`config.mk`:
```
export PLATFORM = sky130hd
export DESIGN_NAME = gcm_seq
export DESIGN_NICKNAME = d
export VERILOG_FILES = /design/src/hw/rtl/gcm_pkg.sv /design/src/hw/rtl/gcm_seq.sv
export SDC_FILE = /design/constraint.sdc
export NUM_CORES = 1
export LEC_CHECK = 0
export BUFFER_PORTS_ARGS = -buffer_cell sky130_fd_sc_hd__buf_2
export CAP_MARGIN = 20
export CORE_MARGIN = 3
export CORE_UTILIZATION = 53
export CTS_CLUSTER_DIAMETER = 50
export DETAILED_ROUTE_END_ITERATION = 16
export PLACE_DENSITY = 0.79
export SLEW_MARGIN = 20
export SYNTH_ARGS = -nofsm -noshare
export SYNTH_HDL_FRONTEND = slang
export SYNTH_SLANG_ARGS = --single-unit
```
`constraint.sdc`:
```
create_clock -name clk -period 7.3 [get_ports clk]
set_input_delay 1.46 -clock clk [delete_from_list [all_inputs] [get_ports clk]]
set_output_delay 1.46 -clock clk [all_outputs]
set_load 0.005 [all_outputs]
```
`src/hw/rtl/gcm_pkg.sv`:
```
package gcm_pkg;

  localparam int VERTICES   = 256;
  localparam int COUNT_BITS = 16;

  localparam int CELLS    = VERTICES * VERTICES;
  localparam int VBITS    = $clog2(VERTICES);
  localparam int ABITS    = $clog2(CELLS);
  localparam int LT_BITS  = $clog2(VERTICES + 1);
  localparam int SUM_BITS = COUNT_BITS + ABITS;

  localparam int OP_W   = 2;
  localparam int VTX_W  = 8;
  localparam int STAT_W = 2;
  localparam int LIVE_W = 9;
  localparam int CUT_W  = 23;

  localparam int IN_TDATA_W  = 24;
  localparam int OUT_TDATA_W = 40;

  localparam int MIN_LIVE = 3;
  localparam int CUT_MAX  = 8388607;
  localparam int LIVE_MAX = 511;

  localparam logic [OP_W-1:0] OP_LOAD  = 2'd0;
  localparam logic [OP_W-1:0] OP_MERGE = 2'd1;
  localparam logic [OP_W-1:0] OP_QUERY = 2'd2;

  localparam logic [STAT_W-1:0] ST_OK  = 2'd0;
  localparam logic [STAT_W-1:0] ST_ODD = 2'd1;
  localparam logic [STAT_W-1:0] ST_FEW = 2'd2;
  localparam logic [STAT_W-1:0] ST_BAD = 2'd3;

  localparam int MC_W = 3;
  localparam logic [MC_W-1:0] MC_NOP     = 3'd0;
  localparam logic [MC_W-1:0] MC_CLEAR   = 3'd1;
  localparam logic [MC_W-1:0] MC_LOAD    = 3'd2;
  localparam logic [MC_W-1:0] MC_MERGE   = 3'd3;
  localparam logic [MC_W-1:0] MC_SUM     = 3'd4;
  localparam logic [MC_W-1:0] MC_ACC_CLR = 3'd5;

  typedef struct packed {
    logic [MC_W-1:0]  kind;
    logic [ABITS-1:0] addr_a;
    logic [ABITS-1:0] addr_b;
    logic [VBITS-1:0] col;
    logic [VBITS-1:0] va;
    logic [VBITS-1:0] vb;
  } mem_cmd_t;

  typedef struct packed {
    logic [STAT_W-1:0] status;
    logic [LIVE_W-1:0] live_count;
    logic [CUT_W-1:0]  cut;
  } res_t;

endpackage

```
`src/hw/rtl/gcm_seq.sv`:
```
module gcm_seq import gcm_pkg::*; (
  input  logic                clk,
  input  logic                rst_n,
  input  logic                in_valid,
  output logic                in_ready,
  input  logic [OP_W-1:0]     in_op,
  input  logic [VTX_W-1:0]    in_a,
  input  logic [VTX_W-1:0]    in_b,
  output mem_cmd_t            cmd,
  input  logic [SUM_BITS-1:0] acc,
  output logic                res_valid,
  output res_t                res,
  input  logic                res_take
);

  localparam int SW = 3;
  localparam logic [SW-1:0] S_CLEAR = 3'd0;
  localparam logic [SW-1:0] S_IDLE  = 3'd1;
  localparam logic [SW-1:0] S_LOAD  = 3'd2;
  localparam logic [SW-1:0] S_MERGE = 3'd3;
  localparam logic [SW-1:0] S_QINIT = 3'd4;
  localparam logic [SW-1:0] S_QRUN  = 3'd5;
  localparam logic [SW-1:0] S_QWAIT = 3'd6;
  localparam logic [SW-1:0] S_DONE  = 3'd7;

  localparam logic [VBITS-1:0] LAST_V = VBITS'(VERTICES - 1);
  localparam logic [ABITS-1:0] LAST_C = ABITS'(CELLS - 1);

  logic [SW-1:0]         state_r, state_nxt;
  logic [ABITS-1:0]      cnt_r, cnt_nxt;
  logic [VBITS-1:0]      col_r, col_nxt;
  logic [VBITS-1:0]      row_r, row_nxt;
  logic [VBITS-1:0]      va_r, va_nxt;
  logic [VBITS-1:0]      vb_r, vb_nxt;
  logic [OP_W-1:0]       op_r, op_nxt;
  logic [STAT_W-1:0]     status_r, status_nxt;
  logic [VERTICES-1:0]   live_r, live_nxt;
  logic [LT_BITS-1:0]    live_total_r, live_total_nxt;

  logic                  accept;
  logic                  a_ok;
  logic                  b_ok;
  logic [VBITS-1:0]      ia;
  logic [VBITS-1:0]      ib;
  logic [SUM_BITS-1:0]   half;

  function automatic logic [ABITS-1:0] cell_addr(logic [VBITS-1:0] r, logic [VBITS-1:0] c);
    return ABITS'(r) * ABITS'(VERTICES) + ABITS'(c);
  endfunction

  assign in_ready = (state_r == S_IDLE);
  assign accept   = in_valid && in_ready;
  assign ia       = VBITS'(in_a);
  assign ib       = VBITS'(in_b);
  assign a_ok     = (32'(in_a) < VERTICES);
  assign b_ok     = (32'(in_b) < VERTICES);

  always_comb begin
    state_nxt      = state_r;
    cnt_nxt        = cnt_r;
    col_nxt        = col_r;
    row_nxt        = row_r;
    va_nxt         = va_r;
    vb_nxt         = vb_r;
    op_nxt         = op_r;
    status_nxt     = status_r;
    live_nxt       = live_r;
    live_total_nxt = live_total_r;
    cmd            = '0;
    cmd.kind       = MC_NOP;
    case (state_r)
      S_CLEAR: begin
        cmd.kind   = MC_CLEAR;
        cmd.addr_a = cnt_r;
        cnt_nxt    = cnt_r + 1'b1;
        if (cnt_r == LAST_C) begin
          state_nxt = S_IDLE;
        end
      end
      S_IDLE: begin
        if (accept) begin
          op_nxt     = in_op;
          va_nxt     = ia;
          vb_nxt     = ib;
          col_nxt    = '0;
          row_nxt    = '0;
          status_nxt = ST_OK;
          state_nxt  = S_DONE;
          case (in_op)
            OP_LOAD: begin
              if (a_ok && b_ok) begin
                state_nxt = S_LOAD;
              end else begin
                status_nxt = ST_BAD;
              end
            end
            OP_MERGE: begin
              if (32'(live_total_r) < MIN_LIVE) begin
                status_nxt = ST_FEW;
              end else if (!a_ok || !b_ok || in_a == in_b || !live_r[ia] || !live_r[ib]) begin
                status_nxt = ST_BAD;
              end else begin
                live_nxt[ib]   = 1'b0;
                live_total_nxt = live_total_r - 1'b1;
                state_nxt      = S_MERGE;
              end
            end
            OP_QUERY: begin
              state_nxt = S_QINIT;
            end
            default: begin
              status_nxt = ST_BAD;
            end
          endcase
        end
      end
      S_LOAD: begin
        cmd.kind   = MC_LOAD;
        cmd.addr_a = cell_addr(va_r, vb_r);
        state_nxt  = S_DONE;
      end
      S_MERGE: begin
        cmd.kind   = MC_MERGE;
        cmd.addr_a = cell_addr(va_r, col_r);
        cmd.addr_b = cell_addr(vb_r, col_r);
        cmd.col    = col_r;
        cmd.va     = va_r;
        cmd.vb     = vb_r;
        col_nxt    = col_r + 1'b1;
        if (col_r == LAST_V) begin
          state_nxt = S_DONE;
        end
      end
      S_QINIT: begin
        cmd.kind  = MC_ACC_CLR;
        state_nxt = S_QRUN;
      end
      S_QRUN: begin
        if (live_r[row_r]) begin
          cmd.kind   = MC_SUM;
          cmd.addr_a = cell_addr(row_r, col_r);
          col_nxt    = col_r + 1'b1;
          if (col_r == LAST_V) begin
            col_nxt = '0;
            row_nxt = row_r + 1'b1;
            if (row_r == LAST_V) begin
              state_nxt = S_QWAIT;
            end
          end
        end else begin
          row_nxt = row_r + 1'b1;
          if (row_r == LAST_V) begin
            state_nxt = S_QWAIT;
          end
        end
      end
      S_QWAIT: begin
        state_nxt = S_DONE;
      end
      S_DONE: begin
        if (res_take) begin
          state_nxt = S_IDLE;
        end
      end
      default: begin
        state_nxt = S_IDLE;
      end
    endcase
  end

  // result formation
  always_comb begin
    half           = acc >> 1;
    res.live_count = (32'(live_total_r) > LIVE_MAX) ? LIVE_W'(LIVE_MAX) : LIVE_W'(live_total_r);
    if (op_r == OP_QUERY) begin
      res.status = acc[0] ? ST_ODD : ST_OK;
      res.cut    = (64'(half) > 64'(CUT_MAX)) ? CUT_W'(CUT_MAX) : CUT_W'(half);
    end else begin
      res.status = status_r;
      res.cut    = '0;
    end
  end

  assign res_valid = (state_r == S_DONE);

  always_ff @(posedge clk) begin
    if (!rst_n) begin
      state_r      <= S_CLEAR;
      cnt_r        <= '0;
      live_r       <= '1;
      live_total_r <= LT_BITS'(VERTICES);
    end else begin
      state_r      <= state_nxt;
      cnt_r        <= cnt_nxt;
      live_r       <= live_nxt;
      live_total_r <= live_total_nxt;
    end
  end

  always_ff @(posedge clk) begin
    col_r    <= col_nxt;
    row_r    <= row_nxt;
    va_r     <= va_nxt;
    vb_r     <= vb_nxt;
    op_r     <= op_nxt;
    status_r <= status_nxt;
  end

endmodule

```
After elaboration in Yosys (flattened, before gate mapping). Cells that the tools add are included.

Output and inout port bits: 95. Register bits: 320. Input port bits: 54.

Reductions and logical operators: 17. Add/subtract/negate cells: 8. $lt $le $gt $ge: 6. Mux-type cells: 37. Bitwise gates (word level): 4. Eq/ne operators: 20.

Operator list (number): $and A256 B256 Y256 (1); $not A256 Y256 (1); $add A16 B8 Y16 (4); $pmux W16 S4 (1); $mux W23 (2); $mux W40 (1); $mux W8 (5); $gt A31 B23 Y1 const B (1); $lt A8 B9 Y1 const B (3); $mux W3 (9); $bmux W1 S8 (3); $pmux W8 S3 (1); $pmux W3 S7 (1); $mux W19 (1); $add A16 B1 Y16 const B (1); $add A8 B1 Y8 const B (2); $eq A16 B16 Y1 const B (1); $eq A8 B8 Y1 const B (2); $pmux W8 S2 (1); $pmux W3 S5 (1); $eq A3 B3 Y1 const B (4); $reduce_and A5 Y1 (2); $lt A9 B2 Y1 const B (1); $pmux W3 S3 (1); other kinds (25) (42).

Longest topological paths before layout.
Depth in word-level cells: 10. Depth in mapped cells: 15. Mapped depth without buffers: 8.

Worst setup path before layout. OpenSTA, ideal clock, no wires.

Kind: reg2out. From: register row_r[0]. To: output cmd[53] (netlist bit). Slack: 2.940 ns. Required time: 5.840 ns. Arrival time: 2.900 ns. Stages on the path, launching flop included: 13. Cells stage by stage: edfxtp_1 > buf_2 > buf_4 > buf_2 > mux4_2 > o21ai_0 > a21oi_1 > nor4_1 > o21a_1 > buf_2 > buf_2 > nand2_1 > o21ai_0.

RTL lines: from (decl) (line gcm_seq.sv:32) `logic [VBITS-1:0] row_r, row_nxt;`; from (signal assigned) (line gcm_seq.sv:202) `row_r <= row_nxt;`; to (decl) (line gcm_seq.sv:9) `output mem_cmd_t cmd,`.

==> results.cfg <==
[drt]
drtIter0Drc = 2692
first_pass_iters = 6
via_per_inst = 7.208
drc = 0
routedWlPerCell_um = 25.71
ant_nets = 0
vias = 17884
drt_wl_total_mm = 63.80

[place]
place_hpwl_mm = 40.91
portBuffers = 148
dpl_worst_slack_ps = 1619
routabilityCongestion = 0.9814

[yosys]
synth_fp_nets = 2043
synthDistinctLibCells = 71
synth_warnings = 0
synth_area_leader_cell = dfxtp_1
yosys-top-cells-count = 284 x dfxtp_1, 208 x inv_1, 202 x nor2_1
syn_area_um2 = 19560
synth_xor_area_frac = 0.01433
syn_avg_cell_area_um2 = 9.860
synth.area.top_cells = dfxtp_1 29%, mux4_2 18%, a32oi_1 8.7%
syn_inst = 1984
yosys_most_used_dff = dfxtp_1
synth-simple-area-share = 0.1192
yosysMostFrequentCell = dfxtp_1
synth-compound-area-share = 0.1898
synth_mux_area_frac = 0.2289
synth_top_area_frac = 0.2906
ys_async_sr_fraction = 0
synth-edff-count = 36
synth_top_family_by_area = multiplexers
synth_adder_area_share = 0.003198
ys_ff_latch = 320
seq_area_frac_synth = 0.3459

[hold_path]
holdCritPathClass = register to register
min_path_cells = 2
hp-start = live_r[182]
hold_path_end = live_r[182]

[floorplanning]
core_um2 = 36000
io_pins = 149
dieArea_um2 = 39250
initial_core_util = 0.5434
num_rows = 69
die_w_um = 198.1
die_y_um = 198.1

[timing]
rsz0062_at_grt = no
fin_ws_ps = 1217
setup_viol = 0
tns_ps = 0
slew_viol_final = 0
final_hold_viol_count = 0
min_period_ps = 6083
slew_headroom = 0.2024
fin_crit_sh = 0.8333
worst_pin_slew_ps = 1194
fmax_mhz = 164.4
final.setup_skew_ps = 19.26

[cts]
h-tree-depth = 2
insertion_delay_ps = 540
cts_hold_buf = 0
cts_setup_buffers = 0
clk_path_buf_depth = 3
cts_resized = 0
cts.sinks = 320
cts_buffers = 36
clk_pin_slew_ps = 60
cts-root-buf = clkbuf_16
cts_tree = built

[layout]
drive_gt1_frac = 0.2183
diodes = 0
post-route-util = 0.5922
areaGrowthSynthToFinish_pct = 8.986
nNetsFinal = 2053

[setup_path]
end_kind = primary output
r2r_start = row_r[1]
cp_data_required_time_ps = 5840
crit_path_frequent_cell = o21ai_0
critical_path_depth = 10
r2r-end = row_r[0]
reg2reg_slack_ps = 2850
reg2reg_depth = 9
critical_path_peak_fanout = 18
worstPathArrival_ps = 4620
path_class = register to primary output
cp-start-kind = register
critPathSlowestCell = edfxtp_1
max_stage_delay_ps = 1110
path_cells = buf_4 -> mux4_2 -> a22o_1 -> o21ai_0 -> nor4bb_1 -> a211oi_1 -> o21a_1 -> nand2_1 -> o21ai_0 -> buf_2
crit_family = compound AO/OA/AOI/OAI gates
path_buf_inv = 2

[global_routing]
grt_first_pass_wirelength_mm = 98.01
grt.overflow.total = 0
antenna_found_initial = 1
grt_use_total = 0.3150
grt_max_degree = 191
grt_pass1_vias = 17296

[pwr]
leakagePower_nw = 8.814
vdd_drop_max_mv = 0.1395
power_density_nw_per_um2 = 213.5

[flow_run]
maxCapViolCount = 0

[outcome]
outcome = finished clean
cell families after synthesis:
group,Yosys count
buffers and inverters,425
DFF,320
xor gates and xnor gates,32
adders and majority gates,5
muxes,236
and+or+nand+nor,480
AOI/OAI and AO/OA,486
per-layer routing:
layer,GRT usage,vias up,share of wire
li1,-,7567,-
met1,0.4080,8530,0.36
met2,0.4913,1441,0.45
met3,0.07215,346,0.13
met4,0.1735,0,0.064
met5,0,-,0
power by group:
group          switching (W)  internal [W]
sequential         0.0000732       0.00183
combinational       0.000547      0.000290
clock               0.000761       0.00105
sequential cells by signal, summed over array words and instances (netlist names):
register and cells:
col_r 8, va_r 8, cnt_r 16, live_r 256
row_r 8, live_total_r 9, state_r 3, vb_r 8
op_r 2, status_r 2
how the worst max path moves through the flow:
stage / endpoint / slack (ps) / from
3_5_place_dp: live_r[255] / 1620 / in_b[0]
3_3_place_gp: live_r[247] / 1650 / in_b[0]
5_1_grt: cmd[49] / 1180 / row_r[1]
4_1_cts: cmd[47] / 1450 / row_r[1]
2_1_floorplan: cmd[53] / 2940 / row_r[0]
6_report: cmd[51] / 1220 / row_r[1]
layout by cell type, fill, tap and decap left out, types with 36 or more instances in the layout:
cell type	n
dfxtp_1	284
inv_1	208
nor2_1	200
a32oi_1	194
mux4_2	158
buf_2	144
nand2_1	75
a31oi_1	70
mux2i_1	49
a22oi_1	43
o21ai_0	43
and3_1	39
clkbuf_16	37
buf_4	37
edfxtp_1	36
layout make-up:
type,count,area [um^2]
clock inverter,15,152.6
inverter,209,784.5
tap,461,576.8
multi-input combinational,1239,10900
fill,2911,14680
clock buffer,49,1011
timing repair buffer,188,1130
sequential,320,6766
metrics by stage:
stage               total power, W  area, um^2  cells  hold slack (ps)
floorplan                 0.002467       19560   1984            438.0
global placement          0.002727       20150   2417            449.6
detailed placement        0.002743       20150   2417            463.2
CTS                       0.004522       21320   2481            473.7
global route              0.004669       21320   2481            496.3
finish                    0.004553       21320   2481            474.3
tightest hold or removal path: stages, from the launching register on:
cell,delay [ps]
dfxtp_1,320
inv_1,60
a32oi_1,50
Power figures use the tool's default switching activity.
